**src/hw/rtl/assert_macros.svh**
```systemverilog
// Assertion macros for the receiver RTL.
`ifndef ASSERT_MACROS_SVH
`define ASSERT_MACROS_SVH

// Implication in the same cycle, off while reset is asserted.
`define ASSERT_SAME(lbl, clk, rst_n, ante, cons, msg) \
	lbl: assert property (@(posedge clk) disable iff (!rst_n) (ante) |-> (cons)) \
		else $error(msg);

// Implication checked in the cycle after the antecedent, off while reset is asserted.
`define ASSERT_NEXT(lbl, clk, rst_n, ante, cons, msg) \
	lbl: assert property (@(posedge clk) disable iff (!rst_n) (ante) |=> (cons)) \
		else $error(msg);

`endif

```
**src/hw/rtl/hfrc8_pkg.sv**
```systemverilog
// Constants, codes and helper functions for the hex frame receiver.
package hfrc8_pkg;

	localparam int unsigned FRAME_BYTES_DEF = 17;
	localparam int unsigned HEADER_LEN      = 4;
	localparam int unsigned DIGITS_KEPT     = 12;
	localparam int unsigned DIGIT_W         = 4 * DIGITS_KEPT;
	localparam int unsigned CFG_ADDR_W      = 3;
	localparam int unsigned CFG_DATA_W      = 32;

	localparam logic [7:0] CH_TWO   = 8'h32;
	localparam logic [7:0] CH_O_UP  = 8'h4F;
	localparam logic [7:0] CH_O_LO  = 8'h6F;
	localparam logic [7:0] CH_C_UP  = 8'h43;
	localparam logic [7:0] CH_C_LO  = 8'h63;
	localparam logic [7:0] CH_COLON = 8'h3A;
	localparam logic [7:0] CH_CR    = 8'h0D;

	localparam logic [7:0] CRC_POLY_RST = 8'h31;
	localparam logic [7:0] CRC_INIT_RST = 8'hFF;

	typedef enum logic {
		REG_CRC_POLY = 1'b0,
		REG_CRC_INIT = 1'b1
	} reg_idx_t;

	// Bit 4 flags a hex digit, bits 3:0 hold its value.
	function automatic logic [4:0] hex_decode(input logic [7:0] c);
		logic [4:0] r;
		r = 5'b0;
		if (c >= 8'h30 && c <= 8'h39)
			r = {1'b1, 4'(c - 8'h30)};
		else if (c >= 8'h41 && c <= 8'h46)
			r = {1'b1, 4'(c - 8'h37)};
		else if (c >= 8'h61 && c <= 8'h66)
			r = {1'b1, 4'(c - 8'h57)};
		return r;
	endfunction

	// One byte of CRC-8, MSB first.
	function automatic logic [7:0] crc8_byte(input logic [7:0] crc, input logic [7:0] data,
		input logic [7:0] poly);
		logic [7:0] r;
		r = crc ^ data;
		for (int i = 0; i < 8; i++)
			r = r[7] ? ({r[6:0], 1'b0} ^ poly) : {r[6:0], 1'b0};
		return r;
	endfunction

endpackage

```
**src/hw/rtl/hfrc8_rx_if.sv**
```systemverilog
// Handshake channel carrying one received byte per item.
interface hfrc8_rx_if;
	logic       valid;
	logic       ready;
	logic [7:0] rx_byte;

	modport source (output valid, output rx_byte, input ready);
	modport sink (input valid, input rx_byte, output ready);
endinterface

```
**src/hw/rtl/hfrc8_res_if.sv**
```systemverilog
// Handshake channel carrying one decoded frame per item.
interface hfrc8_res_if;
	logic        valid;
	logic        ready;
	logic [7:0]  frame_size;
	logic [7:0]  command;
	logic [15:0] argument;
	logic        crc_ok;
	logic [15:0] bad_frames;

	modport source (output valid, output frame_size, output command, output argument,
		output crc_ok, output bad_frames, input ready);
	modport sink (input valid, input frame_size, input command, input argument,
		input crc_ok, input bad_frames, output ready);
endinterface

```
**src/hw/rtl/hex_frame_receiver_crc8_check.sv**
```systemverilog
// Top level of the ASCII hex frame receiver with CRC-8 checking.

// Takes one received byte per clock cycle and hunts for frames of the form
// "2OC:" (either case for O and C), hex digits up to position FRAME_BYTES-2
// and a carriage return in the last position. Each completed frame gives one
// item with size, command, argument, the CRC-8 verdict over both check bytes
// and the running bad-frame count. Throughput is one byte per cycle; bytes
// stall only when a frame ends while the previous result still waits at the
// output. An accepted byte is held in the input register, which the frame
// logic reads; the result register is loaded when the carriage return
// advances out of the input register. The input register and the result
// register lie between the carriage return and its result. The
// polynomial and initial remainder are written over the APB port at byte
// addresses 0 and 4 and should only be changed while no frame is in flight.
module hex_frame_receiver_crc8_check #(
	parameter int unsigned FRAME_BYTES = hfrc8_pkg::FRAME_BYTES_DEF
) (
	input  logic                             clk,
	input  logic                             arst_n,
	hfrc8_rx_if.sink                         rx,
	hfrc8_res_if.source                      result,
	input  logic                             psel,
	input  logic                             penable,
	input  logic                             pwrite,
	input  logic [hfrc8_pkg::CFG_ADDR_W-1:0] paddr,
	input  logic [hfrc8_pkg::CFG_DATA_W-1:0] pwdata,
	output logic [hfrc8_pkg::CFG_DATA_W-1:0] prdata,
	output logic                             pready
);
	import hfrc8_pkg::*;

	localparam int unsigned POS_W = $clog2(FRAME_BYTES);
	localparam logic [POS_W-1:0] POS_FIRST = POS_W'(HEADER_LEN);
	localparam logic [POS_W-1:0] POS_KEEP  = POS_W'(HEADER_LEN + DIGITS_KEPT);
	localparam logic [POS_W-1:0] POS_LAST  = POS_W'(FRAME_BYTES - 1);

	typedef enum logic [2:0] {
		PH_IDLE,
		PH_O,
		PH_C,
		PH_COLON,
		PH_DATA
	} phase_t;

	// Configuration registers
	logic [7:0] poly_q;
	logic [7:0] init_q;
	reg_idx_t   cfg_idx;

	assign cfg_idx = reg_idx_t'(paddr[2]);
	assign pready  = 1'b1;

	always_ff @(posedge clk or negedge arst_n) begin
		if (!arst_n) begin
			poly_q <= CRC_POLY_RST;
			init_q <= CRC_INIT_RST;
		end else if (psel && penable && pwrite) begin
			unique case (cfg_idx)
				REG_CRC_POLY: poly_q <= pwdata[7:0];
				REG_CRC_INIT: init_q <= pwdata[7:0];
				default: ;
			endcase
		end
	end

	always_comb begin
		unique case (cfg_idx)
			REG_CRC_POLY: prdata = {(CFG_DATA_W - 8)'(0), poly_q};
			REG_CRC_INIT: prdata = {(CFG_DATA_W - 8)'(0), init_q};
			default:      prdata = '0;
		endcase
	end

	// Input register
	logic       valid_s1;
	logic [7:0] byte_s1;
	logic       out_valid_q;
	logic       advance;
	logic       emit;

	// hold a byte only when it ends a frame while the previous result still waits
	assign advance  = valid_s1 && (!emit || !out_valid_q || result.ready);
	assign rx.ready = !valid_s1 || advance;

	always_ff @(posedge clk or negedge arst_n) begin
		if (!arst_n) begin
			valid_s1 <= 1'b0;
			byte_s1  <= '0;
		end else if (rx.ready) begin
			valid_s1 <= rx.valid;
			if (rx.valid)
				byte_s1 <= rx.rx_byte;
		end
	end

	// Frame matching
	phase_t             phase_q, phase_d;
	logic [POS_W-1:0]   pos_q, pos_d;
	logic [DIGIT_W-1:0] digits_q, digits_d;
	logic [15:0]        bad_q, bad_d;
	logic [4:0]         hex;
	logic [7:0]         crc_a, crc_b;
	logic               frame_ok;

	assign hex = hex_decode(byte_s1);

	always_comb begin
		phase_d  = phase_q;
		pos_d    = pos_q;
		digits_d = digits_q;
		emit     = 1'b0;
		unique case (phase_q)
			PH_IDLE: begin
				if (byte_s1 == CH_TWO)
					phase_d = PH_O;
			end
			PH_O: begin
				phase_d = (byte_s1 == CH_O_UP || byte_s1 == CH_O_LO) ? PH_C : PH_IDLE;
			end
			PH_C: begin
				phase_d = (byte_s1 == CH_C_UP || byte_s1 == CH_C_LO) ? PH_COLON : PH_IDLE;
			end
			PH_COLON: begin
				if (byte_s1 == CH_COLON) begin
					phase_d  = PH_DATA;
					pos_d    = POS_FIRST;
					digits_d = '0;
				end else begin
					phase_d = PH_IDLE;
				end
			end
			PH_DATA: begin
				if (pos_q != POS_LAST) begin
					if (!hex[4]) begin
						phase_d = PH_IDLE;
					end else begin
						// digits beyond the twelfth are checked but not kept
						if (pos_q < POS_KEEP)
							digits_d = {digits_q[DIGIT_W-5:0], hex[3:0]};
						pos_d = pos_q + POS_W'(1);
					end
				end else begin
					phase_d = PH_IDLE;
					emit    = (byte_s1 == CH_CR);
				end
			end
			default: phase_d = PH_IDLE;
		endcase
	end

	assign crc_a    = crc8_byte(crc8_byte(init_q, digits_q[47:40], poly_q),
		digits_q[39:32], poly_q);
	assign crc_b    = crc8_byte(crc8_byte(init_q, digits_q[23:16], poly_q),
		digits_q[15:8], poly_q);
	assign frame_ok = (crc_a == digits_q[31:24]) && (crc_b == digits_q[7:0]);
	assign bad_d    = bad_q + 16'(!frame_ok);

	// Result register
	logic [7:0]  size_q;
	logic [7:0]  cmd_q;
	logic [15:0] arg_q;
	logic        ok_q;

	always_ff @(posedge clk or negedge arst_n) begin
		if (!arst_n) begin
			phase_q     <= PH_IDLE;
			pos_q       <= '0;
			digits_q    <= '0;
			bad_q       <= '0;
			out_valid_q <= 1'b0;
			size_q      <= '0;
			cmd_q       <= '0;
			arg_q       <= '0;
			ok_q        <= 1'b0;
		end else begin
			if (advance) begin
				phase_q  <= phase_d;
				pos_q    <= pos_d;
				digits_q <= digits_d;
			end
			if (advance && emit) begin
				bad_q       <= bad_d;
				out_valid_q <= 1'b1;
				size_q      <= digits_q[47:40];
				cmd_q       <= digits_q[39:32];
				arg_q       <= digits_q[23:8];
				ok_q        <= frame_ok;
			end else if (result.ready) begin
				out_valid_q <= 1'b0;
			end
		end
	end

	assign result.valid      = out_valid_q;
	assign result.frame_size = size_q;
	assign result.command    = cmd_q;
	assign result.argument   = arg_q;
	assign result.crc_ok     = ok_q;
	assign result.bad_frames = bad_q;

	`include "assert_macros.svh"

	`ASSERT_NEXT(a_emit_loads_result, clk, arst_n, advance && emit,
		out_valid_q && ok_q == $past(frame_ok), "frame end did not load the verdict")
	`ASSERT_NEXT(a_bad_count_hold, clk, arst_n, !(advance && emit && !frame_ok),
		$stable(bad_q), "bad-frame count moved without a failed frame")
	`ASSERT_SAME(a_pos_in_frame, clk, arst_n, phase_q == PH_DATA,
		pos_q >= POS_FIRST && pos_q <= POS_LAST, "position outside the digit field")
	`ASSERT_SAME(a_emit_at_end, clk, arst_n, emit,
		phase_q == PH_DATA && pos_q == POS_LAST, "result raised before the last position")

endmodule

```
**src/flat_wrapper.sv**
```systemverilog
// flat-port wrapper written by rule: the top's interface ports become plain ports
module hex_frame_receiver_crc8_check_flat import hfrc8_pkg::*;
#(
	parameter int unsigned FRAME_BYTES = hfrc8_pkg::FRAME_BYTES_DEF
)
  (clk, arst_n, psel, penable, pwrite, paddr, pwdata, prdata, pready, rx_valid, rx_rx_byte, rx_ready, result_valid, result_frame_size, result_command, result_argument, result_crc_ok, result_bad_frames, result_ready);
  hfrc8_rx_if rx_i ();
  hfrc8_res_if result_i ();
  input  logic clk;
  input  logic arst_n;
  input  logic psel;
  input  logic penable;
  input  logic pwrite;
  input  logic [hfrc8_pkg::CFG_ADDR_W-1:0] paddr;
  input  logic [hfrc8_pkg::CFG_DATA_W-1:0] pwdata;
  output logic [hfrc8_pkg::CFG_DATA_W-1:0] prdata;
  output logic pready;
  input wire logic [$bits(rx_i.valid)-1:0] rx_valid;
  input wire logic [$bits(rx_i.rx_byte)-1:0] rx_rx_byte;
  output wire logic [$bits(rx_i.ready)-1:0] rx_ready;
  output wire logic [$bits(result_i.valid)-1:0] result_valid;
  output wire logic [$bits(result_i.frame_size)-1:0] result_frame_size;
  output wire logic [$bits(result_i.command)-1:0] result_command;
  output wire logic [$bits(result_i.argument)-1:0] result_argument;
  output wire logic [$bits(result_i.crc_ok)-1:0] result_crc_ok;
  output wire logic [$bits(result_i.bad_frames)-1:0] result_bad_frames;
  input wire logic [$bits(result_i.ready)-1:0] result_ready;
  assign rx_i.valid = rx_valid;
  assign rx_i.rx_byte = rx_rx_byte;
  assign rx_ready = rx_i.ready;
  assign result_valid = result_i.valid;
  assign result_frame_size = result_i.frame_size;
  assign result_command = result_i.command;
  assign result_argument = result_i.argument;
  assign result_crc_ok = result_i.crc_ok;
  assign result_bad_frames = result_i.bad_frames;
  assign result_i.ready = result_ready;
  hex_frame_receiver_crc8_check #(.FRAME_BYTES(FRAME_BYTES)) u_core (.clk(clk), .arst_n(arst_n), .rx(rx_i), .result(result_i), .psel(psel), .penable(penable), .pwrite(pwrite), .paddr(paddr), .pwdata(pwdata), .prdata(prdata), .pready(pready));
endmodule
```
**config.mk**
```make
export PLATFORM = sky130hd
export DESIGN_NAME = hex_frame_receiver_crc8_check_flat
export DESIGN_NICKNAME = d
export VERILOG_FILES = /design/src/hw/rtl/hfrc8_pkg.sv /design/src/hw/rtl/hfrc8_rx_if.sv /design/src/hw/rtl/hfrc8_res_if.sv /design/src/hw/rtl/hex_frame_receiver_crc8_check.sv /design/src/flat_wrapper.sv
export VERILOG_INCLUDE_DIRS = /design/src /design/src/hw/rtl
export SDC_FILE = /design/constraint.sdc
export NUM_CORES = 1
export LEC_CHECK = 0
export ABC_AREA = 1
export BUFFER_PORTS_ARGS = -buffer_cell sky130_fd_sc_hd__buf_2
export CELL_PAD_IN_SITES_DETAIL_PLACEMENT = 1
export CELL_PAD_IN_SITES_GLOBAL_PLACEMENT = 2
export CORE_UTILIZATION = 30
export DETAILED_ROUTE_END_ITERATION = 7
export MAX_ROUTING_LAYER = met4
export PLACE_DENSITY = 0.81
export SLEW_MARGIN = 10
export SYNTH_ARGS = -nofsm -noshare
export SYNTH_HDL_FRONTEND = slang
export SYNTH_SLANG_ARGS = --single-unit
```
**constraint.sdc**
```tcl
create_clock -name clk -period 6.4 [get_ports clk]
set_clock_uncertainty 0.05 [all_clocks]
set_input_delay 0.64 -clock clk [delete_from_list [all_inputs] [get_ports clk]]
set_output_delay 0.64 -clock clk [all_outputs]
set_load 0.02 [all_outputs]
```
==> out/results.ini <==
[run_status]
status=complete, but fails checks
violations=setup timing

[drt]
drtPass1Iterations=4
dr_wl_met2_um=19760
wl_met1_um=18330
wire_per_inst_um=16.46
dr.max_layer_used=met4
wl_met3_um=889
drc=0
via_per_inst=4.836
dr.first_iter.drc_count=534
via_count=11640
drt-total-wl_um=39610
postRouteAntennaNets=0

[clock_tree]
clk_latency_ps=440
cts_buffers=17
root_buffer=clkbuf_16
clock-sinks=131
clkTransAtPathRegs_ps=60
htree_num_levels=4
cts_hold_buf=0
clockBufferDepth=2
cts_tree=built

[synth]
async_flop_share_pct=100.0
synth_cells=1686
synth_top_area_share_pct=26.80
synth_area_leaders=dfrtp_1, nand2_1, nand3_1, xor2_1, inv_1
yosys.area.top_type=dfrtp_1
yosys_warnings=0
synth_edf_count=0
post_synth.cell_area_avg_um2=6.646
synth-main-ff-cell=dfrtp_1
syn_area_um2=11210
ys_ff_latch=131
ys_seq_area_share_pct=29.38
ys_types=46

[cells_and_area]
n_fill_cell=4528
final_cells=2407
nets=1984
final_layout_size_suffix_gt1_share_pct=38.63
area_growth_pct=41.65
n_antenna_cell=0

[sta]
finalSetupTns_ps=-5243
fmax_mhz=144.4
max-slew-margin-rel_pct=33.66
setup_viol=15
rsz0062_at_grt=yes
min_period_ps=6924
worst_slew_pin_slew_ps=993.6
finalHoldViolCount=0
final-max-slew-violation-count=0
post-route-period-util_pct=108.2
setup_ws_ps=-524.3
timing.hold.ws_ps=150.6

[floorplan]
ios=134
fp.dieH_um=195.3
die_area_um2=38130
initial_core_util_pct=30.54
die_w_um=195.3
row_count=70
core_um2=36700

[placement]
dp_slack_ps=-770.7
portBuffers=82
dpl.cell_count=2314
dp_hpwl_um=27910
gp_congestion=0.8419

[worst_setup_path]
critPathSlowestCell=dfstp_2
worstSetupStartpointType=flip-flop
crit_arrival_ps=7190
cpPeakStageDelay_ps=580
path_common_cell=nand2_2
required_ps=6660
cp-end-kind=flip-flop
crit_fanout=6
path_class=reg -> reg

[grt]
grt_max_degree=68
grt_pass1_wl_um=63300
grt.total_usage_pct=21.34
grt_pass1_vias=12260
gr-total-overflow=0
grt_antenna_before_repair=0

[flow_run]
cap_violations=0

[worst_hold_path]
worst_hold_path_type=in -> async

==> worst paths after layout <==
| check | slack, ps | endpoint | cells past startpoint | startpoint |
|---|---|---|---|---|
| setup / recovery | -520 | u_core.result.bad_frames[14] | 59 | u_core.init_q[7] |
| hold / removal | 150 | u_core.result.frame_size[1] | 1 | arst_n |
| setup reg to reg | -520 | u_core.result.bad_frames[14] | 59 | u_core.init_q[7] |
| hold reg to reg | 430 | u_core.result.bad_frames[15] | 1 | u_core.result.bad_frames[15] |
| max in group asynchronous | 4780 | u_core.poly_q[7] | 2 | arst_n |
| min in group clk | 360 | u_core.result.valid | 2 | result_ready |
==> area by class of cell <==
| class | count | area (um2) | area share (%) |
|---|---|---|---|
| Sequential cell | 131 | 3293 | 20.75 |
| Inverter | 204 | 778.2 | 4.903 |
| Clock inverter | 12 | 108.9 | 0.6858 |
| Tap cell | 468 | 585.6 | 3.689 |
| Clock buffer | 20 | 446.7 | 2.814 |
| Timing Repair Buffer | 288 | 2163 | 13.63 |
| Multi-Input combinational cell | 1284 | 8497 | 53.53 |
==> worst max-delay path, delay by kind of cell, from the launching register on <==
family	cells	cell delay, ps
and+or+nand+nor	44	4230
buffers and inverters	10	920
DFF	1	580
xor gates and xnor gates	2	490
adders and majority gates	2	330
AOI/OAI and AO/OA	1	150
==> registers in the layout, summed over array words and instances (netlist names) <==
register                  cells
u_core.byte_s1                8
u_core.digits_q              48
u_core.init_q                 8
u_core.phase_q                3
u_core.poly_q                 8
u_core.pos_q                  5
u_core.result.argument       16
u_core.result.bad_frames     16
u_core.result.command         8
u_core.result.crc_ok          1
u_core.result.frame_size      8
u_core.result.valid           1
u_core.valid_s1               1
==> logic make-up (layout without fill, tap and decap cells) <==
group / Yosys count / in the layout / share of synthesized area [%]
other: 2 / 25 / 0.06702
AND/OR/NAND/NOR: 929 / 931 / 36.95
AO/OA/AOI/OAI: 155 / 155 / 7.626
adder cells (fa/ha/maj): 8 / 8 / 0.8933
buffers and inverters: 296 / 524 / 11.68
XOR/XNOR: 163 / 163 / 13.21
multiplexers: 2 / 2 / 0.2010
flip-flops: 131 / 131 / 29.38
==> stage by stage <==
stage / util, % / cell area (um2)
2_1_floorplan: - / 11290
3_3_place_gp: 35.14 / 12900
3_5_place_dp: 35.14 / 12900
4_1_cts: 39.75 / 14590
5_1_grt: 43.25 / 15870
6_report: 43.25 / 15870
==> Yosys cell counts, types with 11 or more instances <==
library cell	n
o22ai_1	43
inv_2	22
o21ai_0	85
buf_4	29
xor2_1	82
inv_1	180
nand3_1	159
nand3_2	17
nand2_1	509
nand2_2	35
a21oi_1	13
xnor2_1	77
nor2_1	146
nor2_2	11
clkbuf_1	35
dfrtp_1	120
dfstp_2	11
nor3_1	11
==> per-layer routing <==
metal  vias to the layer above  GRT usage (%)
li1                       5704              -
met4                         0          5.220
met5                         -              -
met2                       152          36.16
met3                        47          2.228
met1                      5737          27.17
==> cell usage in the layout (no fill, tap or decap), drive strengths merged <==
cell type  Yosys  routed
xor2          85      85
nand3        180     180
a31oi          6       6
dfstp         11      11
nand2        554     556
o21ai         87      87
nor3          11      11
nor2         161     161
mux2           2       2
conb           2      25
clkbuf        36      20
o21bai         2       2
clkinv         2      10
o31ai          1       1
nand2b         4       4
clkinvlp       0       2
nand3b         1       1
o41ai          1       1
nand4          9       9
a21oi         13      13
inv          202     203
ha             8       8
xnor2         78      78
bufinv         0       1
dfrtp        120     120
a211oi         1       1
o2111ai        1       1
or2            2       2
o22ai         43      43
buf           56     288
nor4           6       6
and3           1       1
==> repair_timing <==
item | in CTS | in global routing
cloned | 3 | 0
hold endpoints to repair | 0 | 0
setup endpoints to repair | 16 | 17
buffers inserted | 38 | 23
resized for setup | 217 | 277
pin swaps | 94 | 207
Power is left out: the tool's default activity adds up to more than one toggle a clock period on the data nets, which glitch-free logic cannot reach.
